===== src/hw/rtl/ihex_pkg.sv =====
`timescale 1ns / 1ps

package ihex_pkg;

  localparam int unsigned ImageBytesDefault = 1048576;
  localparam logic [31:0] ImageBaseReset = 32'h0100_0000;
  localparam int unsigned QueueDepth = 2;

  localparam int unsigned IndexWidth = 20;
  localparam int unsigned PosWidth = 10;
  localparam logic [PosWidth-1:0] PosMax = '1;

  localparam logic [7:0] CharNewline = 8'h0A;
  localparam logic [7:0] CharReturn = 8'h0D;
  localparam logic [7:0] CharColon = 8'h3A;

  localparam logic [7:0] RecData = 8'd0;
  localparam logic [7:0] RecExtLinear = 8'd4;

  typedef struct packed {
    logic        ok;
    logic [3:0]  value;
  } digit_t;

  typedef struct packed {
    logic [31:0] addr;
    logic [7:0]  data;
  } wr_req_t;

  function automatic digit_t hex_digit(input logic [7:0] c);
    digit_t r;
    r.ok = 1'b1;
    r.value = 4'd0;
    if (c >= 8'h30 && c <= 8'h39) begin
      r.value = c[3:0];
    end else if ((c >= 8'h41 && c <= 8'h46) || (c >= 8'h61 && c <= 8'h66)) begin
      r.value = 4'(c[2:0] + 3'd1) + 4'd8;
    end else begin
      r.ok = 1'b0;
    end
    return r;
  endfunction

  function automatic digit_t dec_digit(input logic [7:0] c);
    digit_t r;
    r.ok = (c >= 8'h30 && c <= 8'h39);
    r.value = r.ok ? c[3:0] : 4'd0;
    return r;
  endfunction

endpackage


===== src/hw/rtl/ihex_front.sv =====
`timescale 1ns / 1ps

module ihex_front (
  input  logic             clk_i,
  input  logic             rst_ni,
  input  logic             char_valid_i,
  output logic             char_ready_o,
  input  logic [7:0]       char_i,
  output logic             push_o,
  output ihex_pkg::wr_req_t push_req_o,
  input  logic             queue_full_i
);
  import ihex_pkg::*;

  logic                line_valid_q, line_valid_d;
  logic [PosWidth-1:0] pos_q, pos_d;
  logic [3:0]          high_nibble_q, high_nibble_d;
  logic                pair_bad_q, pair_bad_d;
  logic [7:0]          byte_count_q, byte_count_d;
  logic [7:0]          record_type_q, record_type_d;
  logic [15:0]         record_address_q, record_address_d;
  logic [15:0]         extended_offset_q, extended_offset_d;

  logic                accept;
  logic                emit;
  digit_t              hd;
  digit_t              dd;
  logic [PosWidth-1:0] k;
  logic [PosWidth-2:0] item;
  logic [15:0]         acc_base;
  logic                acc_bad;
  logic [15:0]         acc_next;
  logic [16:0]         low_sum;

  assign char_ready_o = !queue_full_i;
  assign accept = char_valid_i && char_ready_o;
  assign hd = hex_digit(char_i);
  assign dd = dec_digit(char_i);
  assign k = pos_q - PosWidth'(9);
  assign item = k[PosWidth-1:1];

  always_comb begin
    line_valid_d = line_valid_q;
    pos_d = pos_q;
    high_nibble_d = high_nibble_q;
    pair_bad_d = pair_bad_q;
    byte_count_d = byte_count_q;
    record_type_d = record_type_q;
    record_address_d = record_address_q;
    extended_offset_d = extended_offset_q;
    emit = 1'b0;
    acc_base = record_address_q;
    acc_bad = pair_bad_q;
    if (pos_q == PosWidth'(3) || pos_q == PosWidth'(9)) begin
      acc_base = 16'd0;
      acc_bad = 1'b0;
    end
    acc_bad = acc_bad | !hd.ok;
    acc_next = {acc_base[11:0], hd.value};

    if (accept) begin
      priority if (char_i == CharNewline) begin
        pos_d = '0;
        line_valid_d = 1'b0;
        pair_bad_d = 1'b0;
      end else if (char_i == CharReturn) begin
        pos_d = pos_q;
      end else begin
        if (pos_q != PosMax) begin
          pos_d = pos_q + PosWidth'(1);
        end
        priority if (pos_q == '0) begin
          line_valid_d = (char_i == CharColon);
        end else if (!line_valid_q) begin
          pos_d = pos_d;
        end else if (pos_q == PosWidth'(1)) begin
          high_nibble_d = hd.value;
          pair_bad_d = !hd.ok;
        end else if (pos_q == PosWidth'(2)) begin
          byte_count_d = (pair_bad_q || !hd.ok) ? 8'd0 : {high_nibble_q, hd.value};
        end else if (pos_q <= PosWidth'(6)) begin
          pair_bad_d = acc_bad;
          record_address_d = (pos_q == PosWidth'(6) && acc_bad) ? 16'd0 : acc_next;
        end else if (pos_q == PosWidth'(7)) begin
          high_nibble_d = dd.value;
          pair_bad_d = !dd.ok;
        end else if (pos_q == PosWidth'(8)) begin
          record_type_d = (pair_bad_q || !dd.ok) ? 8'd0
                        : 8'(high_nibble_q) * 8'd10 + 8'(dd.value);
        end else if (record_type_q == RecData) begin
          if (!k[0]) begin
            high_nibble_d = hd.value;
            pair_bad_d = !hd.ok;
          end else if ({1'b0, item} < PosWidth'(byte_count_q)) begin
            emit = 1'b1;
          end
        end else if (record_type_q == RecExtLinear && pos_q <= PosWidth'(12)) begin
          pair_bad_d = acc_bad;
          record_address_d = acc_next;
          if (pos_q == PosWidth'(12)) begin
            extended_offset_d = acc_bad ? 16'd0 : acc_next;
          end
        end else begin
          emit = 1'b0;
        end
      end
    end
  end

  assign low_sum = 17'(record_address_q) + 17'(item);
  assign push_o = emit;
  assign push_req_o.addr = {extended_offset_q + 16'(low_sum[16]), low_sum[15:0]};
  assign push_req_o.data = (pair_bad_q || !hd.ok) ? 8'd0 : {high_nibble_q, hd.value};

  always_ff @(posedge clk_i or negedge rst_ni) begin
    if (!rst_ni) begin
      line_valid_q <= 1'b0;
      pos_q <= '0;
      high_nibble_q <= '0;
      pair_bad_q <= 1'b0;
      byte_count_q <= '0;
      record_type_q <= '0;
      record_address_q <= '0;
      extended_offset_q <= '0;
    end else begin
      line_valid_q <= line_valid_d;
      pos_q <= pos_d;
      high_nibble_q <= high_nibble_d;
      pair_bad_q <= pair_bad_d;
      byte_count_q <= byte_count_d;
      record_type_q <= record_type_d;
      record_address_q <= record_address_d;
      extended_offset_q <= extended_offset_d;
    end
  end

endmodule


===== src/hw/rtl/ihex_queue.sv =====
`timescale 1ns / 1ps

module ihex_queue (
  input  logic              clk_i,
  input  logic              rst_ni,
  input  logic              push_i,
  input  ihex_pkg::wr_req_t push_req_i,
  output logic              full_o,
  output logic              valid_o,
  output ihex_pkg::wr_req_t head_o,
  input  logic              pop_i
);
  import ihex_pkg::*;

  localparam int unsigned PtrWidth = (QueueDepth > 1) ? $clog2(QueueDepth) : 1;
  localparam int unsigned CntWidth = $clog2(QueueDepth + 1);

  wr_req_t               mem_q [QueueDepth];
  logic [PtrWidth-1:0]   wr_ptr_q, wr_ptr_d;
  logic [PtrWidth-1:0]   rd_ptr_q, rd_ptr_d;
  logic [CntWidth-1:0]   count_q, count_d;
  logic                  do_pop;

  assign full_o = (count_q == CntWidth'(QueueDepth));
  assign valid_o = (count_q != '0);
  assign head_o = mem_q[rd_ptr_q];
  assign do_pop = pop_i && valid_o;

  always_comb begin
    wr_ptr_d = wr_ptr_q;
    rd_ptr_d = rd_ptr_q;
    count_d = count_q;
    if (push_i) begin
      wr_ptr_d = (wr_ptr_q == PtrWidth'(QueueDepth - 1)) ? '0 : wr_ptr_q + PtrWidth'(1);
    end
    if (do_pop) begin
      rd_ptr_d = (rd_ptr_q == PtrWidth'(QueueDepth - 1)) ? '0 : rd_ptr_q + PtrWidth'(1);
    end
    if (push_i && !do_pop) begin
      count_d = count_q + CntWidth'(1);
    end else if (!push_i && do_pop) begin
      count_d = count_q - CntWidth'(1);
    end
  end

  always_ff @(posedge clk_i) begin
    if (push_i) begin
      mem_q[wr_ptr_q] <= push_req_i;
    end
  end

  always_ff @(posedge clk_i or negedge rst_ni) begin
    if (!rst_ni) begin
      wr_ptr_q <= '0;
      rd_ptr_q <= '0;
      count_q <= '0;
    end else begin
      wr_ptr_q <= wr_ptr_d;
      rd_ptr_q <= rd_ptr_d;
      count_q <= count_d;
    end
  end

endmodule


===== src/hw/rtl/ihex_back.sv =====
`timescale 1ns / 1ps

module ihex_back #(
  parameter int unsigned ImageBytes = ihex_pkg::ImageBytesDefault
) (
  input  logic                           clk_i,
  input  logic                           rst_ni,
  input  logic                           cfg_we_i,
  input  logic [31:0]                    cfg_wdata_i,
  input  logic                           req_valid_i,
  input  ihex_pkg::wr_req_t              req_i,
  output logic                           req_pop_o,
  output logic                           out_valid_o,
  input  logic                           out_ready_i,
  output logic [ihex_pkg::IndexWidth-1:0] write_index_o,
  output logic [7:0]                     write_byte_o,
  output logic                           out_of_range_o
);
  import ihex_pkg::*;

  logic [31:0]           image_base_q;
  logic                  out_valid_q;
  logic [IndexWidth-1:0] write_index_q;
  logic [7:0]            write_byte_q;
  logic                  out_of_range_q;
  logic [31:0]           idx;
  logic                  oor;

  assign req_pop_o = req_valid_i && (!out_valid_q || out_ready_i);
  assign idx = req_i.addr - image_base_q;
  assign oor = (idx >= 32'(ImageBytes));

  always_ff @(posedge clk_i or negedge rst_ni) begin
    if (!rst_ni) begin
      image_base_q <= ImageBaseReset;
      out_valid_q <= 1'b0;
    end else begin
      if (cfg_we_i) begin
        image_base_q <= cfg_wdata_i;
      end
      if (req_pop_o) begin
        out_valid_q <= 1'b1;
      end else if (out_ready_i) begin
        out_valid_q <= 1'b0;
      end
    end
  end

  always_ff @(posedge clk_i) begin
    if (req_pop_o) begin
      write_index_q <= oor ? '0 : idx[IndexWidth-1:0];
      write_byte_q <= req_i.data;
      out_of_range_q <= oor;
    end
  end

  assign out_valid_o = out_valid_q;
  assign write_index_o = write_index_q;
  assign write_byte_o = write_byte_q;
  assign out_of_range_o = out_of_range_q;

endmodule


===== src/hw/rtl/intel_hex_record_loader.sv =====
`timescale 1ns / 1ps

// Loads an Intel hex text stream, one character per word, and produces one image write per
// data byte of each type 0 record, with the byte index formed from the extended linear offset,
// the record address and the image base register. The input takes one character per cycle;
// a data record yields at most one write per two characters. The parser feeds a two-entry
// queue in front of the registered output stage, so the input stalls only when both queue
// entries are held by a stalled output. Writes whose index is not below the image size are
// still delivered, with index zero and the out-of-range flag set.

module intel_hex_record_loader #(
  parameter int unsigned ImageBytes = ihex_pkg::ImageBytesDefault
) (
  input  logic        clk_i,
  input  logic        rst_ni,
  input  logic        cfg_we_i,
  input  logic [31:0] cfg_wdata_i,
  input  logic        s_axis_tvalid,
  output logic        s_axis_tready,
  // text_char [7:0]
  input  logic [7:0]  s_axis_tdata,
  output logic        m_axis_tvalid,
  input  logic        m_axis_tready,
  // write_index [19:0], write_byte [27:20], out_of_range [28], zero [31:29]
  output logic [31:0] m_axis_tdata
);
  import ihex_pkg::*;

  logic                  push;
  wr_req_t               push_req;
  logic                  queue_full;
  logic                  queue_valid;
  wr_req_t               head;
  logic                  pop;
  logic [IndexWidth-1:0] write_index;
  logic [7:0]            write_byte;
  logic                  out_of_range;

  ihex_front u_front (
    .clk_i        (clk_i),
    .rst_ni       (rst_ni),
    .char_valid_i (s_axis_tvalid),
    .char_ready_o (s_axis_tready),
    .char_i       (s_axis_tdata),
    .push_o       (push),
    .push_req_o   (push_req),
    .queue_full_i (queue_full)
  );

  ihex_queue u_queue (
    .clk_i      (clk_i),
    .rst_ni     (rst_ni),
    .push_i     (push),
    .push_req_i (push_req),
    .full_o     (queue_full),
    .valid_o    (queue_valid),
    .head_o     (head),
    .pop_i      (pop)
  );

  ihex_back #(
    .ImageBytes (ImageBytes)
  ) u_back (
    .clk_i          (clk_i),
    .rst_ni         (rst_ni),
    .cfg_we_i       (cfg_we_i),
    .cfg_wdata_i    (cfg_wdata_i),
    .req_valid_i    (queue_valid),
    .req_i          (head),
    .req_pop_o      (pop),
    .out_valid_o    (m_axis_tvalid),
    .out_ready_i    (m_axis_tready),
    .write_index_o  (write_index),
    .write_byte_o   (write_byte),
    .out_of_range_o (out_of_range)
  );

  assign m_axis_tdata = {3'b000, out_of_range, write_byte, write_index};

endmodule


===== config.mk =====
export PLATFORM = sky130hd
export DESIGN_NAME = intel_hex_record_loader
export DESIGN_NICKNAME = d
export VERILOG_FILES = /design/src/hw/rtl/ihex_pkg.sv /design/src/hw/rtl/ihex_front.sv /design/src/hw/rtl/ihex_queue.sv /design/src/hw/rtl/ihex_back.sv /design/src/hw/rtl/intel_hex_record_loader.sv
export SDC_FILE = /design/constraint.sdc
export NUM_CORES = 1
export LEC_CHECK = 0
export ABC_AREA = 1
export BUFFER_PORTS_ARGS = -buffer_cell sky130_fd_sc_hd__buf_2
export CAP_MARGIN = 20
export CORE_ASPECT_RATIO = 1.5
export CORE_MARGIN = 3
export CORE_UTILIZATION = 50
export CTS_CLUSTER_DIAMETER = 200
export DETAILED_ROUTE_END_ITERATION = 12
export GPL_ROUTABILITY_DRIVEN = 0
export PLACE_DENSITY = 0.7
export SLEW_MARGIN = 20
export SYNTH_ARGS = -nofsm -noshare
export SYNTH_HDL_FRONTEND = slang
export SYNTH_SLANG_ARGS = --single-unit

===== constraint.sdc =====
create_clock -name clk_i -period 13.1 [get_ports clk_i]
set_input_delay 1.965 -clock clk_i [delete_from_list [all_inputs] [get_ports clk_i]]
set_output_delay 1.965 -clock clk_i [all_outputs]
set_load 0.02 [all_outputs]

==> summary by stage <==
Status
The run finished with clean final reports.

STA
Dividing the final minimum period by the clock period gives 38.0%. Setup violations remaining at the end of the flow were counted as 0. The worst setup slack after layout is 8.12 ns. Static timing analysis puts the maximum clock frequency at 0.201 GHz. The minimum clock period after layout is roughly 5.0 ns. Across all hold checks on the routed design, the worst slack comes to between 0.4 and 0.5 ns.

At the pin with the least slew margin, the transition time is roughly 0.95 ns. The final setup TNS is 0 ns. The worst pin sits at a relative slew slack of 36.4%. The final hold violation count is 0. The clock skew after layout is 0.0137 ns. Setup repair after global routing left no endpoint under its margin. The number of pins exceeding their max-slew limit in the final report was 0.

Route
The detailed router placed 10,400 vias in this run. The per-cell via count in the routed design is ~5.0. Summed over all layers, the routed wires come to 29,800 um.

The length of the first detailed-routing pass in iterations is 6. Dividing the detail-routed wire length by the instance count gives 14.5 um. The count of unresolved DRC violations after routing is 0.

The residual antenna-violating net count after detailed routing is 0. The violation count after the first detailed-route iteration is 443.

Critical path
Together, buffers and inverters on the worst path number 3. The type of the setup path with the least slack is register to register. The register-to-register path setup slack is 8.12 ns. The worst register-to-register path ends at u_queue.mem_q[0][38].

The worst stage delay on the critical path is roughly 0.48 ns. The worst endpoint data arrival time is approximately 5.2 ns. Of all nets on the critical path, the largest fanout is 9. Measured in cells, the most critical reg-to-reg path has a length of 23.

The source of the worst register-to-register timing path is u_front.pos_q[0]. The slowest cell on the critical path is dfrtp_1. The worst setup path is captured at a register. The top cell family by delay on the critical path is simple AND/OR/NAND/NOR gates.

STA classifies the critical path startpoint as a register. At the worst endpoint, the required time is between 10 and 15 ns. The signal on the critical path passes through inv_1, ha_1, inv_1, o21ai_0, nand2_1, xor2_1, inv_1, ha_1, a21oi_1, o211ai_1, a31oi_1, nor3_1, ha_1, ha_1, nand2_1, nor2_1, nand3_1, nor2_1, nand2_1, nor3_1, nand2_1, nor3_1, xor2_1.

Clock tree
The number of sinks on the clock net is 210. The H-tree depth is 1. The later pin in the worst-skew pair is clocked with a latency of 0.51 ns. The number of resized instances in the post-cts repair step is 0. Counting along the longest clock path gives a buffer depth of 3. The CTS tree is built. The tree is rooted in a clkbuf_16. Buffers inserted to repair hold after CTS numbered 0. The number of buffers added for setup after CTS is 0.

The number of clock buffers inserted by TritonCTS is 22. The register clock-pin slew on the reported worst setup and hold paths is 0.06 ns.

Floorplanning
The die covers 0.0281 mm^2. The floorplan step defined a core boundary enclosing between 0.02 and 0.03 mm^2. 79 I/O pins were placed. The die boundary height is 204 um. The number of core rows is 71. The initial core utilization is 51.3%. The overall die width is 138 um.

Yosys
In the synthesized netlist the async set-or-reset flop fraction comes to 48.1%. Sorting the synthesized cells by area gives the leading types as edfxtp_1, dfrtp_1, nand2_1. The synthesized netlist cell count is 1,642. Synthesis instantiated 58 different standard cells from the library. In this run the mean area of a mapped cell was 7.94 um^2. The synthesized area is between 0.01 and 0.015 mm^2. The portion of the post-synthesis area used by sequential elements is 44.5%. During synthesis, Yosys emitted a total of 0 warnings. The cell taking the most area after synthesis is edfxtp_1. Counting flops and latches in the post-synthesis netlist gives 210. After synthesis, the largest area contributor takes up 25.1% of total cell area. In this run, synthesis inferred 109 flip-flops with an integrated enable. Among all flip-flop cells after synthesis, the most frequent one is edfxtp_1.

Cells and area
Cells with a size suffix above 1 make up 12.1% of the layout. The filler cells instantiated in the layout total 2,359. The number of antenna cells inserted is 0. Summing all multi-input logic gate instances after layout gives 0.00604 mm^2.

From synthesis to final layout, the design area changed by 11.1%. The most common cell after layout, fill and taps aside is nand2_1. Leaving out filler cells and counting taps, the final layout contains between 2,000 and 2,500. The finished cells cover 0.0145 mm^2. The sequential cells in the finished layout cover a total of 0.00580 mm^2. Leaving out fill and tap cells, the most frequent cells in the layout are nand2_1, inv_1, nor2_1.

The final net count is 1,831.

Global routing
The initial antenna violation count was 0. The global-route congestion overflow total is 0. The number of global-route vias before repair is between 10,000 and 15,000.

The maximum number of pins on one net before global-route repair is 63. The first global-routing pass estimated 48,900 um of wire. The global-route usage over all layers is 21.7%.

Placed design
The number of placed cells counting well taps is 2,018. Once detailed placement completed, the half-perimeter wirelength came to 23,100 um. Buffers placed on the I/O ports in this run total 75. OpenSTA, run right after detailed placement, puts the worst setup slack at around 8.0 ns.

Summing all placed instances gives a cell area of ~0.014 mm^2.

Worst hold path
The worst hold path passes through 2 cells. The path category of the worst min-delay check is register to register. In this run the most critical hold path is launched from u_front.record_type_q[6]. For hold timing, the worst endpoint is u_front.record_type_q[6].

Power and ir drop
The sequential power share is 30.6%. For this design the static power due to leakage is approximately 7 nW. The fraction of power consumed by the clock network is 23.7%.

Combinational logic is responsible for 45.7% of the overall power. The internal power of the cells totals 1.55 mW. Dividing total power by cell area gives a power density of 185 mW/mm^2. The reported net switching power is roughly 1.1 mW.

The maximum VDD drop is 0.135 mV. Of the total power, the share spent switching nets is 42.0%.

Job
The number of max-cap violations is 0.
==> flip-flops by register name, indices dropped and copies added, names as in the netlist <==
| name | flops |
|---|---|
| u_queue.mem_q | 80 |
| u_front.byte_count_q | 8 |
| u_queue.count_q | 2 |
| u_back.out_of_range_o | 1 |
| u_queue.rd_ptr_q | 1 |
| u_back.write_byte_o | 8 |
| u_front.record_address_q | 16 |
| u_front.line_valid_q | 1 |
| u_back.image_base_q | 32 |
| u_front.high_nibble_q | 4 |
| u_queue.wr_ptr_q | 1 |
| u_back.write_index_o | 20 |
| u_front.pos_q | 10 |
| u_front.record_type_q | 8 |
| u_back.out_valid_o | 1 |
| u_front.extended_offset_q | 16 |
| u_front.pair_bad_q | 1 |
==> worst max path at each step <==
stage / startpoint / end / slack (ns) / cells past startpoint
after floorplan: s_axis_tdata[0] / u_queue.mem_q[0][0] / 7.93 / 9
after global placement: s_axis_tdata[0] / u_queue.mem_q[1][2] / 8.09 / 10
after detailed placement: s_axis_tdata[0] / u_queue.mem_q[0][6] / 8.00 / 10
after CTS: u_front.pos_q[0] / u_queue.mem_q[0][38] / 8.10 / 23
after global routing: u_front.pos_q[0] / u_queue.mem_q[1][38] / 7.71 / 23
final: u_front.pos_q[0] / u_queue.mem_q[0][38] / 8.12 / 23
==> cell type report <==
| type | count | share of cell area [%] |
|---|---|---|
| clock inverters | 14 | 1.04 |
| well taps | 328 | 2.83 |
| clock buffers | 26 | 4.12 |
| inverters | 267 | 7.02 |
| flip-flops and latches | 210 | 40.1 |
| multi-input cells | 1135 | 41.7 |
| repair buffers | 81 | 3.23 |
==> power by group through the flow <==
stage          clock (mW)  sequential (mW)  combinational (mW)
3_3_place_gp            0            0.829                1.19
4_1_cts             0.648            0.818                1.21
2_1_floorplan           0            0.873               0.865
6_report            0.634            0.816                1.22
5_1_grt             0.678            0.824                1.39
3_5_place_dp            0            0.831                1.21
==> through the flow <==
stage                     utilization, %  power (mW)
after CTS                           56.7        2.68
after global routing                57.0        2.89
after detailed placement            53.8        2.04
final                               57.0        2.67
after floorplan                        -        1.74
after global placement              53.8        2.02
==> per-layer routing <==
layer | vias to the layer above | part of all wire, % | wire length [um] | GRT usage, %
li1 | 5353 | - | - | -
met1 | 4713 | 38 | 11300 | 23.1
met2 | 211 | 53 | 15700 | 40.6
met3 | 101 | 2.8 | 848 | 2.12
met4 | 0 | 6.7 | 2010 | 12.5
met5 | - | 0 | 0 | 0
==> cells in the mapped netlist (3+ instances only) <==
master	count
nor2_1	116
buf_6	6
o21ai_1	19
nand4_1	25
nand2_2	17
nor3_2	5
edfxtp_1	109
dfrtp_1	100
nor2_4	3
inv_2	10
nor3_1	13
o31ai_1	8
a31oi_1	6
xor2_1	46
nand2_4	5
nand3_1	81
and2_1	3
ha_1	65
buf_4	7
o211ai_1	4
nand3b_1	3
nor2_2	22
o21ai_0	68
clkbuf_1	16
fa_1	4
xnor2_1	17
or2_2	6
nand2_1	534
inv_1	253
a21oi_1	33
==> cells by family after synthesis <==
kind of cell	after synthesis	share of synthesized area (%)
XOR/XNOR	63	4.23
AO/OA/AOI/OAI	151	6.61
flip-flops	210	44.5
buffers and inverters	299	9.41
adder cells (fa/ha/maj)	69	6.85
other	1	0.0288
AND/OR/NAND/NOR	846	28.1
multiplexers	3	0.250
==> worst min-delay path: stages (launching register included) <==
cell and delay, ns:
dfrtp_1 0.35, nand2_1 0.05, nand2_1 0.05
(Power assumes the default switching activity.)
